### src/sv/tcqf_pkg.sv
// Shared constants, codes and types of the transmit character queue framer.
// No dependencies; every other file imports this package.
`timescale 1ns / 1ps

package tcqf_pkg;

  localparam int QUEUE_DEPTH  = 2048;
  localparam int AMBLE_LENGTH = 32;
  localparam int PTR_W        = $clog2(QUEUE_DEPTH);
  localparam int CNT_W        = 6;
  localparam int CHAR_W       = 8;
  localparam int WAIT_W       = 11;

  localparam logic [CNT_W-1:0]  AMBLE_END = CNT_W'(AMBLE_LENGTH);
  localparam logic [CHAR_W-1:0] BACKSPACE = 8'h08;

  localparam logic [2:0] OP_PUT_CHAR = 3'd0;
  localparam logic [2:0] OP_PUT_CTRL = 3'd1;
  localparam logic [2:0] OP_FETCH    = 3'd2;
  localparam logic [2:0] OP_CLEAR    = 3'd3;
  localparam logic [2:0] OP_START    = 3'd4;

  localparam logic [CHAR_W-1:0] CTL_AUTOSTOP = 8'd1;
  localparam logic [CHAR_W-1:0] CTL_NO_TAIL  = 8'd3;

  localparam logic [2:0] ST_OFF       = 3'd0;
  localparam logic [2:0] ST_TUNE      = 3'd1;
  localparam logic [2:0] ST_PREAMBLE  = 3'd2;
  localparam logic [2:0] ST_SENDING   = 3'd3;
  localparam logic [2:0] ST_POSTAMBLE = 3'd4;

  localparam logic [2:0] TK_NONE   = 3'd0;
  localparam logic [2:0] TK_CHAR   = 3'd1;
  localparam logic [2:0] TK_ON     = 3'd2;
  localparam logic [2:0] TK_TOGGLE = 3'd3;
  localparam logic [2:0] TK_OFF    = 3'd4;

  typedef struct packed {
    logic [2:0]        op;
    logic [CHAR_W-1:0] value;
    logic              start_tune;
  } req_t;

  typedef struct packed {
    logic [2:0] token_kind;
    logic [2:0] tx_state;
  } frame_res_t;

endpackage

### src/sv/tcqf_framer.sv
// Framing sequencer: state, amble counter and the auto-stop / no-tail flags.
// Depends on tcqf_pkg for codes and the request/result structs.
`timescale 1ns / 1ps

module tcqf_framer
  import tcqf_pkg::*;
(
  input  logic       clk,
  input  logic       rst_n,
  input  req_t       req,
  input  logic       queue_empty,
  input  logic       commit,
  output frame_res_t res
);

  logic [2:0]       seq_state_r, seq_state_nxt;
  logic [CNT_W-1:0] amble_cnt_r, amble_cnt_nxt;
  logic             shutoff_armed_r, shutoff_armed_nxt;
  logic             no_tail_armed_r, no_tail_armed_nxt;
  logic             shutoff_pend_r, shutoff_pend_nxt;
  logic             no_tail_pend_r, no_tail_pend_nxt;
  logic [2:0]       kind;

  always_comb begin
    seq_state_nxt     = seq_state_r;
    amble_cnt_nxt     = amble_cnt_r;
    shutoff_armed_nxt = shutoff_armed_r;
    no_tail_armed_nxt = no_tail_armed_r;
    shutoff_pend_nxt  = shutoff_pend_r;
    no_tail_pend_nxt  = no_tail_pend_r;
    kind              = TK_NONE;
    case (req.op)
      OP_PUT_CTRL: begin
        if (req.value == CTL_AUTOSTOP) begin
          shutoff_armed_nxt = 1'b1;
          if (seq_state_r == ST_TUNE) begin
            shutoff_pend_nxt = 1'b1;
          end
        end else if (req.value == CTL_NO_TAIL) begin
          no_tail_armed_nxt = 1'b1;
        end
      end
      OP_FETCH: begin
        case (seq_state_r)
          ST_OFF: begin
            kind             = TK_OFF;
            shutoff_pend_nxt = 1'b0;
          end
          ST_TUNE: begin
            kind = TK_ON;
            if (shutoff_pend_r) begin
              kind             = TK_OFF;
              seq_state_nxt    = ST_OFF;
              amble_cnt_nxt    = '0;
              shutoff_pend_nxt = 1'b0;
            end
          end
          ST_PREAMBLE: begin
            kind = TK_TOGGLE;
            if (amble_cnt_r < AMBLE_END) begin
              amble_cnt_nxt = amble_cnt_r + 1'b1;
            end else begin
              seq_state_nxt = ST_SENDING;
              amble_cnt_nxt = '0;
            end
          end
          ST_SENDING: begin
            kind              = queue_empty ? TK_TOGGLE : TK_CHAR;
            shutoff_armed_nxt = 1'b0;
            no_tail_armed_nxt = 1'b0;
            shutoff_pend_nxt  = shutoff_pend_r | shutoff_armed_r;
            no_tail_pend_nxt  = no_tail_pend_r | no_tail_armed_r;
            if (queue_empty && (shutoff_pend_r || shutoff_armed_r)) begin
              seq_state_nxt = ST_POSTAMBLE;
            end
            amble_cnt_nxt = '0;
          end
          default: begin
            amble_cnt_nxt = amble_cnt_r + 1'b1;
            if ((amble_cnt_r >= AMBLE_END) || no_tail_pend_r) begin
              kind             = TK_OFF;
              no_tail_pend_nxt = 1'b0;
              seq_state_nxt    = ST_OFF;
              amble_cnt_nxt    = '0;
              shutoff_pend_nxt = 1'b0;
            end else begin
              kind = TK_ON;
            end
          end
        endcase
      end
      OP_CLEAR: begin
        no_tail_pend_nxt  = 1'b0;
        shutoff_armed_nxt = 1'b0;
        no_tail_armed_nxt = 1'b0;
      end
      OP_START: begin
        seq_state_nxt = req.start_tune ? ST_TUNE : ST_PREAMBLE;
      end
      default: begin
      end
    endcase
  end

  always_ff @(posedge clk) begin
    if (!rst_n) begin
      seq_state_r     <= ST_PREAMBLE;
      amble_cnt_r     <= '0;
      shutoff_armed_r <= 1'b0;
      no_tail_armed_r <= 1'b0;
      shutoff_pend_r  <= 1'b0;
      no_tail_pend_r  <= 1'b0;
    end else if (commit) begin
      seq_state_r     <= seq_state_nxt;
      amble_cnt_r     <= amble_cnt_nxt;
      shutoff_armed_r <= shutoff_armed_nxt;
      no_tail_armed_r <= no_tail_armed_nxt;
      shutoff_pend_r  <= shutoff_pend_nxt;
      no_tail_pend_r  <= no_tail_pend_nxt;
    end
  end

  assign res.token_kind = kind;
  assign res.tx_state   = seq_state_nxt;

endmodule

### config.mk
export PLATFORM = sky130hd
export DESIGN_NAME = tcqf_framer
export DESIGN_NICKNAME = d
export VERILOG_FILES = /design/src/sv/tcqf_pkg.sv /design/src/sv/tcqf_framer.sv
export SDC_FILE = /design/constraint.sdc
export NUM_CORES = 1
export LEC_CHECK = 0
export BUFFER_PORTS_ARGS = -buffer_cell sky130_fd_sc_hd__buf_2
export CORE_AREA = 10 10 63 55
export CTS_CLUSTER_DIAMETER = 30
export DETAILED_ROUTE_END_ITERATION = 6
export DIE_AREA = 0 0 73 65
export GPL_ROUTABILITY_DRIVEN = 0
export GPL_TIMING_DRIVEN = 0
export PLACE_DENSITY_LB_ADDON = 0.25
export SLEW_MARGIN = 20
export SYNTH_ARGS = -nofsm -noshare
export SYNTH_HDL_FRONTEND = slang
export SYNTH_SLANG_ARGS = --single-unit
### constraint.sdc
create_clock -name clk -period 1.7 [get_ports clk]
set_input_delay 0.34 -clock clk [delete_from_list [all_inputs] [get_ports clk]]
set_output_delay 0.34 -clock clk [all_outputs]
set_load 0.02 [all_outputs]
# Word-level counts from Yosys, hierarchy flattened

Index checks and enable logic that the tools add are counted.

Add/sub/neg operators: 1
$lt $le $gt $ge: 2
Eq/ne operators: 19
Muxes and demuxes: 29
Bitwise gates (word level): 3
Reduce and logical (&&, ||, !) cells: 14

Operators by type and width:

| operator              | number |
|---|---|
| $pmux W3 S4           | 2 |
| $pmux W6 S4           | 1 |
| $mux W3               | 7 |
| $mux W6               | 3 |
| $ne A2 B2 Y1 const B  | 8 |
| $eq A3 B2 Y1 const B  | 4 |
| $reduce_and A4 Y1     | 3 |
| $pmux W1 S3           | 3 |
| $eq A8 B1 Y1 const B  | 1 |
| $eq A8 B2 Y1 const B  | 1 |
| $mux W1               | 7 |
| $add A6 B1 Y6 const B | 1 |
| $eq A3 B1 Y1 const B  | 2 |
| $ge A6 B6 Y1 const B  | 1 |
| $lt A6 B6 Y1 const B  | 1 |
| $pmux W1 S2           | 3 |
| $pmux W3 S2           | 1 |
| $reduce_and A6 Y1     | 1 |
| $reduce_and A5 Y1     | 1 |
| $mux W2               | 2 |
| $ne A4 B4 Y1 const B  | 1 |
| $reduce_bool A2 Y1    | 2 |
| $eq A3 B3 Y1 const B  | 1 |
| $logic_not A3 Y1      | 1 |
| other kinds (8)       | 10 |

Register bits: 13
Input port bits: 16
Output and inout bits: 6
Logic and storage cells: 74

# Longest topological paths before layout

Gate-level depths: netlist (run 1).

Depth in word-level cells: 5
Mapped depth: 7

# Worst setup path before layout (run 1)

OpenSTA, ideal clock, no wires.

Path kind: input -> output
Start point: input port req[10] (netlist bit)
End point: output port res[0] (netlist bit)
Arrival time: 1.497 ns
Data required time: 1.360 ns
Setup slack: -0.137 ns
Stages: 5
Buffers on the path: 1
Path through: buf_4 -> or3b_1 -> nor2_1 -> a32oi_1 -> nand2_1

RTL lines:

| item               | RTL line          | source |
|---|---|---|
| start: declaration | tcqf_framer.sv:10 | `input req_t req,` |
| end: declaration   | tcqf_framer.sv:13 | `output frame_res_t res` |

==> results of run 1 <==
==> repair_timing <==
item | in CTS | in global routing
setup endpoints to repair | 6 | 7
pin swaps | 9 | 8
gates cloned | 0 | 0
setup buffers | 15 | 3
gates resized for setup | 47 | 8
==> flip-flops by register name, indices dropped and copies added (netlist names) <==
| name | cells |
|---|---|
| no_tail_pend_r | 1 |
| seq_state_r | 3 |
| shutoff_armed_r | 1 |
| amble_cnt_r | 6 |
| no_tail_armed_r | 1 |
| shutoff_pend_r | 1 |
==> synthesized netlist by cell type (4+ instances only) <==
cell / instances / area share (%)
clkbuf_1: 4 / 1.5
dfxtp_1: 13 / 26
nor2_1: 19 / 7.2
inv_1: 10 / 3.8
nand3_1: 4 / 2.0
a21oi_1: 6 / 3.0
nand2_1: 6 / 2.3
xnor2_1: 5 / 4.4
o21ai_0: 9 / 4.6
==> routing by layer <==
metal / track usage (%) / up-vias / share of wire (%)
met5: 0 / - / 0
met2: 19.1 / 52 / 46
met4: 2.84 / 0 / 2.5
met1: 16.4 / 550 / 43
li1: - / 558 / -
met3: 5.78 / 12 / 9.0
==> stage by stage <==
stage / setup TNS, ns / total power (W) / util (%)
2_1_floorplan: -0.0275 / 0.000452 / -
3_3_place_gp: -1.30 / 0.000505 / 50.1
3_5_place_dp: -1.60 / 0.000508 / 50.1
4_1_cts: -0.454 / 0.000772 / 62.6
5_1_grt: -1.17 / 0.000832 / 65.4
6_report: -0.824 / 0.000795 / 65.4
==> final cells by class <==
type,instances,share of cell area [%]
multi-input cells,98,50.5
flip-flops and latches,13,19.1
repair buffers,37,18.4
plain buffers,7,5.36
inverters,10,2.51
well taps,27,2.26
clock buffers,4,1.76
==> kinds of logic (layout without fill, tap and decap cells) <==
family / after synthesis / in the layout
AND/OR/NAND/NOR: 49 / 49
buffers and inverters: 17 / 58
flip-flops: 13 / 13
multiplexers: 1 / 1
adder cells (fa/ha/maj): 3 / 3
XOR/XNOR: 5 / 5
AO/OA/AOI/OAI: 40 / 40
==> critical path, stage by stage, from the launching register on <==
cell and delay, ns:
dfxtp_4 0.36, o21ai_1 0.36, o2111ai_2 0.24, o2111ai_4 0.16, buf_6 0.15
==> how the worst max path moves through the flow <==
stage                        start      to  slack, ns
floorplan                  req[11]  res[0]      -0.02
global placement           req[11]  res[0]      -0.41
detailed placement         req[11]  res[0]      -0.44
CTS                 seq_state_r[2]  res[0]      -0.16
global route        no_tail_pend_r  res[1]      -0.25
finish              no_tail_pend_r  res[1]      -0.20
==> power breakdown <==
part	switching, W	internal (W)
clock network	0.000115	0.0000916
registers	0.0000130	0.000310
logic	0.000133	0.000132
==> cell usage in the layout (no fill, tap or decap), types with 2 or more instances in the layout <==
master / n
a211oi_1: 2
a21oi_1: 6
a31oi_1: 3
a41o_1: 2
buf_2: 13
buf_4: 17
buf_6: 10
clkbuf_1: 2
clkbuf_4: 4
dfxtp_1: 3
dfxtp_2: 5
dfxtp_4: 5
ha_1: 3
inv_1: 10
nand2_1: 6
nand2b_1: 2
nand3_1: 3
nand3b_1: 3
nor2_1: 17
nor4_1: 3
o21a_1: 3
o21ai_0: 7
o21ai_1: 2
or3_4: 2
or3b_4: 2
xnor2_1: 5
==> impl_metrics.toml, run 1 <==
[status]
status = "finished, violations left"
violations = "negative setup slack"

[global_routing]
grt_pass1_wl_um = 4950
grt_overflow = 0
grt_pass1_vias = 1019
antenna_found_initial = 0
grt_max_degree = 11
grt_usage_pct = 12.8

[synthesis]
yosysSeqAreaShare_pct = 26.3
yosysUniqueCellTypes = 43
synth_compound_area_share_pct = 30.0
ys_ff_latch = 13
synth_ff_type = "dfxtp_1"
yosysWarnings = 0
synth_xor_area_share_pct = 4.43
synth_edf_count = 0
synth.avg_cell_area_um2 = 7.72
syn_area_um2 = 988
syn_nets = 147
syn-instance-count = 128
synthMuxAreaShare_pct = 1.01
synthAdderAreaFrac_pct = 3.80
synth_top_family_by_area = "compound AO/OA/AOI/OAI gates"
synthSimpleGateAreaFrac_pct = 27.1
async_flop_share_pct = 0

[finish]
final_layout_size_suffix_gt1_share_pct = 42.6
design_area_mm2 = 0.00149
num_antenna_cells = 0
syn_to_final_growth_pct = 51.0
multi_input_area_um2 = 754
final-seq-area_um2 = 285
nets = 189
fillers = 181
fin_cells = 196

[timing]
slew_headroom_pct = 63.6
slew_violations = 0
tightestPinTransition_ns = 0.542
finalSetupViolations = 7
setup_slack_ns = -0.198
fmax_ghz = 0.527
holdWs_ns = 0.355
skew_ns = 0.00921
post-route-period-util_pct = 112
period_minus_slack_ns = 1.90
hold_viol_final = 0
rsz0062_at_grt = "true"

[routing]
routed_via_density = 5.98
drtAntennaViolNets = 0
vias = 1172
dr.pass1.iters = 4
wl_per_cell_um = 17.2
route.detailed.drc = 0
wl_um = 3370
drt_iter0_drc = 79

[hold_path]
hold_depth = 2
hold_path_class = "in -> reg"
min_delay_worst_endpoint = "shutoff_pend_r"
hold_start = "rst_n"

[clock_tree]
clk_latency_ns = 0.30
ctsHoldBuffers = 0
cts_root_buf = "clkbuf_4"
max-clock-path-buffers = 2
cts.htree.levels = 1
clock_sinks = 13
cts_buffers = 3
cts_tree = "done"
path_clk_slew_ns = 0.08

[worst_setup_path]
r2r_cells = 9
cp_data_arrival_time_ns = 1.56
critical_path_class = "reg -> out"
required_ns = 1.36
cp-end-kind = "primary output"
rr_startpoint = "seq_state_r[2]"
reg2reg_to = "seq_state_r[0]"
cp_max_fo = 4
r2r_slack_ns = -0.12
critPathLaunchType = "flop"

[placement]
dpl.cell_count = 174
place_area_mm2 = 0.00114
portBuffers = 19
dp_hpwl_um = 2070
pre_cts_ws_ns = -0.439

[job]
cap_violations = 0

[floorplan]
die_w_um = 73
die_area_mm2 = 0.00475
die_h_um = 65
pin_count = 22
core_area_mm2 = 0.00228
rows = 16
start_util_pct = 43.3

[pwr]
irDropWorstVdd_mv = 0.438
p_per_area_mw_per_mm2 = 533
leakage_nw = 0.593
No activity file was read; power rests on OpenSTA's default activity.
==> inputs of run 2 (changes only) <==
--- a/config.mk
+++ b/config.mk
@@ -12,7 +12,7 @@
 export DIE_AREA = 0 0 73 65
 export GPL_ROUTABILITY_DRIVEN = 0
 export GPL_TIMING_DRIVEN = 0
-export PLACE_DENSITY_LB_ADDON = 0.25
+export PLACE_DENSITY = 0.81
 export SLEW_MARGIN = 20
 export SYNTH_ARGS = -nofsm -noshare
 export SYNTH_HDL_FRONTEND = slang
==> run 2 against run 1 <==
The run still ends with negative setup slack left. Total power fell by 1.6%. Die area unchanged. Design area fell by 3.1%. Combinational power decreased by 3%. Via count about the same. Worst hold slack gained 0.016 ns. Register-to-register slack better by 0.12 ns.
==> impl_metrics.toml, run 2 (synthesis gave the netlist of run 1 again) <==
[worst_setup_path]
path_delay_family = "simple AND/OR/NAND/NOR gates"
r2r_cells = 7
cp_max_fo = 6
rr_startpoint = "amble_cnt_r[5]"
cp-end-kind = "primary output"
cp_slowest_stage_delay_ns = 0.39
cp_data_arrival_time_ns = 1.53
r2r_slack_ns = 0
critical_path_buf_inv_count = 1
crit_path_top_delay_cell = "dfxtp_4"
critPathLaunchType = "flop"
crit_path_cell_trace = "or3b_4 -> o311ai_2 -> a32oi_1 -> nand2_1 -> buf_6"
required_ns = 1.36
critical_path_class = "reg -> out"
reg2reg_to = "amble_cnt_r[5]"

[timing]
slew_violations = 0
hold_viol_final = 0
setup_slack_ns = -0.166
slew_headroom_pct = 69.1
tightestPinTransition_ns = 0.462
fin_tns_setup_ns = -0.409
rsz0062_at_grt = "true"
finalSetupViolations = 4
skew_ns = 0.00463
period_minus_slack_ns = 1.87
fmax_ghz = 0.536
post-route-period-util_pct = 110

[floorplan]
core_area_mm2 = 0.00228
start_util_pct = 43.3
pin_count = 22
die_h_um = 65
die_area_mm2 = 0.00475
die_w_um = 73
rows = 16

[routing]
wl_per_cell_um = 17.4
drtAntennaViolNets = 0
routed_via_density = 6.14
drt_iter0_drc = 181
vias = 1173
route.detailed.drc = 0
wl_um = 3320
dr.pass1.iters = 5

[finish]
final_common_cell = "nor2_1"
largest_reg_flops = 6
syn_to_final_growth_pct = 46.3
fin_cells = 191
final_layout_size_suffix_gt1_share_pct = 43.3
top_regs = "amble_cnt_r (6), seq_state_r (3)"
nets = 184
num_antenna_cells = 0
mostFrequentLayoutCells = "18 x nor2_1, 15 x buf_4, 14 x buf_2, 10 x inv_1, 7 x o21ai_0"
top_register = "amble_cnt_r"

[hold_path]
hold_depth = 3
min_delay_worst_endpoint = "seq_state_r[0]"
hold_start = "rst_n"
hold_path_class = "in -> reg"

[placement]
dpl.cell_count = 174
dp_hpwl_um = 2110
portBuffers = 19

[global_routing]
antenna_found_initial = 0
grt_usage_pct = 11.7
grt_overflow = 0
grt_pass1_wl_um = 4740
grt_max_degree = 11
grt_pass1_vias = 1046

[pwr]
irDropWorstVdd_mv = 0.421
p_per_area_mw_per_mm2 = 541
leakage_nw = 0.567

[status]
status = "finished, violations left"
violations = "negative setup slack"

[job]
cap_violations = 0

[clock_tree]
cts.htree.levels = 1
cts_root_buf = "clkbuf_4"
ctsHoldBuffers = 0
cts_buffers = 3
path_clk_slew_ns = 0.09
max-clock-path-buffers = 2
clock_sinks = 13
clk_latency_ns = 0.28
cts_tree = "done"
-- run 2: cell type report --
cell class / count / area [um^2]
buffer: 7 / 73.8
clock buffer: 3 / 22.5
clock inverter: 1 / 5.00
fill: 175 / 836
inverter: 10 / 37.5
multi-input combinational: 98 / 756
sequential: 13 / 284
tap: 27 / 33.8
timing repair buffer: 32 / 234
-- run 2: worst register-to-register path: stages, from the launching register on --
cell,delay (ns)
dfxtp_4,0.37
buf_4,0.13
inv_1,0.04
ha_1,0.29
or3_4,0.34
o22a_1,0.18
o221ai_2,0.13
o211a_1,0.15
-- run 2: how the worst max path moves through the flow --
| stage | startpoint | endpoint | slack (ns) | cells after the start |
|---|---|---|---|---|
| 2_1_floorplan | req[11] | res[0] | -0.02 | 5 |
| 3_3_place_gp | req[11] | res[0] | -0.35 | 7 |
| 3_5_place_dp | req[11] | res[0] | -0.37 | 7 |
| 4_1_cts | amble_cnt_r[5] | res[0] | -0.15 | 5 |
| 5_1_grt | amble_cnt_r[5] | res[0] | -0.22 | 5 |
| 6_report | seq_state_r[2] | res[0] | -0.17 | 5 |
-- run 2: per-stage QoR --
step	util (%)	hold WS [ns]	setup WS (ns)	power (W)	area [um^2]
floorplan	-	0.437	-0.0153	0.000452	1010
global placement	50.1	0.469	-0.353	0.000503	1140
detailed placement	50.1	0.484	-0.375	0.000509	1140
CTS	57.6	0.346	-0.150	0.000740	1320
global route	63.4	0.375	-0.220	0.000823	1450
finish	63.4	0.371	-0.166	0.000782	1450
-- run 2: power by group --
group	switching, W	total [W]	internal, W
Clock	0.000114	0.000201	0.0000873
Sequential	0.0000142	0.000325	0.000310
Combinational	0.000133	0.000257	0.000124
-- run 2: repair_timing --
item,4_1_cts,5_1_grt
pin swaps,7,9
resized for setup,40,14
gates cloned,0,1
buffers inserted,5,8
endpoints found under the setup margin,6,9
-- run 2: layer usage --
metal	wire [um]	vias up	GRT usage (%)
li1	-	546	-
met2	1570	65	19.6
met5	0	-	0
met1	1310	554	13.6
met3	372	8	5.18
met4	69	0	1.66
==> inputs of run 3 (changes only) <==
--- a/config.mk
+++ b/config.mk
@@ -6,13 +6,13 @@
 export NUM_CORES = 1
 export LEC_CHECK = 0
 export BUFFER_PORTS_ARGS = -buffer_cell sky130_fd_sc_hd__buf_2
-export CORE_AREA = 10 10 63 55
+export CORE_AREA = 10 10 60 52
 export CTS_CLUSTER_DIAMETER = 30
 export DETAILED_ROUTE_END_ITERATION = 6
-export DIE_AREA = 0 0 73 65
+export DIE_AREA = 0 0 70 62
 export GPL_ROUTABILITY_DRIVEN = 0
 export GPL_TIMING_DRIVEN = 0
-export PLACE_DENSITY = 0.81
+export PLACE_DENSITY = 0.86
 export SLEW_MARGIN = 20
 export SYNTH_ARGS = -nofsm -noshare
 export SYNTH_HDL_FRONTEND = slang
==> constraint.sdc (replaced) <==
create_clock -name clk -period 1.9 [get_ports clk]
set_input_delay 0.38 -clock clk [delete_from_list [all_inputs] [get_ports clk]]
set_output_delay 0.38 -clock clk [all_outputs]
set_load 0.02 [all_outputs]
==> run 3 against run 2 <==
The flow still finishes with violations (negative setup slack). Setup slack improved by 0.15 ns. Count of clock-buffer cells in the layout increased by 1. Die area decreased by 8.5%. Register-to-register slack improved by 0.13 ns. Total power decreased by 13%. Design area decreased by 9.9%. Worst hold slack improved by 0.021 ns. Routed wire length decreased by 2.9%. Clock power decreased by 5%. Via count decreased by 3.3%. Flip-flop and latch count unchanged. Non-clock buffer count decreased by 7. Critical endpoint unchanged.
==> impl_metrics.toml, run 3 (synthesis gave the netlist of run 1 again) <==
[status]
status = "finished, violations left"
violations = "negative setup slack"

[timing]
rsz0062_at_grt = "true"
fmax_ghz = 0.521
slew_violations = 0
tightestPinTransition_ns = 0.636
hold_viol_final = 0
holdWs_ns = 0.392
post-route-period-util_pct = 101
setup_slack_ns = -0.0187
period_minus_slack_ns = 1.92
finalSetupViolations = 3
skew_ns = 0.0113
slew_headroom_pct = 57.3

[routing]
vias = 1134
route.detailed.drc = 0
wl_um = 3220
drt_iter0_drc = 172
dr.pass1.iters = 5
drtAntennaViolNets = 0
wl_per_cell_um = 17.7
routed_via_density = 6.23

[finish]
multi_input_area_um2 = 714
final-seq-area_um2 = 279
fillers = 157
top_register = "amble_cnt_r"
final_layout_size_suffix_gt1_share_pct = 35.0
nets = 177
final_common_cell = "nor2_1"
largest_reg_flops = 6
top_regs = "amble_cnt_r (6), seq_state_r (3)"
syn_to_final_growth_pct = 31.9
mostFrequentLayoutCells = "18 x nor2_1, 17 x buf_2, 10 x inv_1, 8 x buf_4, 7 x o21ai_0"
num_antenna_cells = 0

[clock_tree]
cts_buffers = 3
clk_latency_ns = 0.30
max-clock-path-buffers = 2
cts.htree.levels = 1
cts_root_buf = "clkbuf_4"
path_clk_slew_ns = 0.10
clock_sinks = 13
ctsHoldBuffers = 0
cts_tree = "done"

[global_routing]
grt_overflow = 0
grt_max_degree = 11
grt_pass1_wl_um = 4980
antenna_found_initial = 0
grt_pass1_vias = 1074
grt_usage_pct = 14.0

[pwr]
irDropWorstVdd_mv = 0.305
leakage_nw = 0.516
p_per_area_mw_per_mm2 = 522
p_total_w = 0.000681

[worst_setup_path]
cp_max_fo = 6
critical_path_buf_inv_count = 1
critical_path_class = "reg -> out"
crit_path_top_delay_cell = "dfxtp_4"
cp_slowest_stage_delay_ns = 0.39
r2r_slack_ns = 0.13
crit_path_cell_trace = "or3b_4 -> o311ai_2 -> a32oi_1 -> nand2_1 -> buf_6"
cp-end-kind = "primary output"
path_delay_family = "simple AND/OR/NAND/NOR gates"
cp_data_arrival_time_ns = 1.54
required_ns = 1.52
critPathLaunchType = "flop"

[floorplan]
die_area_mm2 = 0.00434
rows = 15
die_h_um = 62
start_util_pct = 48.8
pin_count = 22
core_area_mm2 = 0.00203
die_w_um = 70

[hold_path]
hold_path_class = "in -> reg"

[job]
cap_violations = 0

[placement]
portBuffers = 19
dp_hpwl_um = 2090
## run 3: through the flow
| step | setup WS, ns | util, % | instances | setup TNS [ns] | instance area (um^2) |
|---|---|---|---|---|---|
| detailed placement | -0.254 | 55.1 | 172 | -0.376 | 1120 |
| CTS | -0.0133 | 61.9 | 180 | -0.0133 | 1250 |
| global placement | -0.230 | 55.1 | 172 | -0.326 | 1120 |
| finish | -0.0187 | 64.3 | 182 | -0.0365 | 1300 |
| floorplan | 0.0744 | - | 128 | 0 | 991 |
| global route | -0.0650 | 64.3 | 182 | -0.142 | 1300 |
## run 3: layer usage
layer | vias up | wire (um) | track usage [%]
li1 | 528 | - | -
met1 | 507 | 1270 | 17.0
met2 | 86 | 1510 | 23.6
met3 | 13 | 354 | 2.54
met4 | 0 | 80 | 7.02
met5 | - | 0 | 0
## run 3: final cells by class
class,count,share of cell area (%)
Buffer,7,4.32
Clock buffer,4,2.02
Inverter,10,2.88
Multi-Input combinational cell,98,54.8
Sequential cell,13,21.4
Tap cell,25,2.40
Timing Repair Buffer,25,12.2
## run 3: what timing repair did
| item | in CTS | in global routing |
|---|---|---|
| resized for setup | 25 | 16 |
| buffers inserted | 4 | 2 |
| endpoints found under the setup margin | 5 | 5 |
| pin swaps | 3 | 6 |
## run 3: worst paths after layout
path	start	end	cells past startpoint
setup / recovery	seq_state_r[2]	res[0]	5
hold / removal	rst_n	shutoff_pend_r	2
setup reg to reg	amble_cnt_r[1]	amble_cnt_r[5]	7
hold reg to reg	no_tail_armed_r	no_tail_armed_r	2
## run 3: power by group
group	internal, W	switching, W	leakage, nW
registers	0.000280	0.0000131	0.110
clock network	0.0000818	0.000109	0.0150
logic	0.0000884	0.000109	0.392
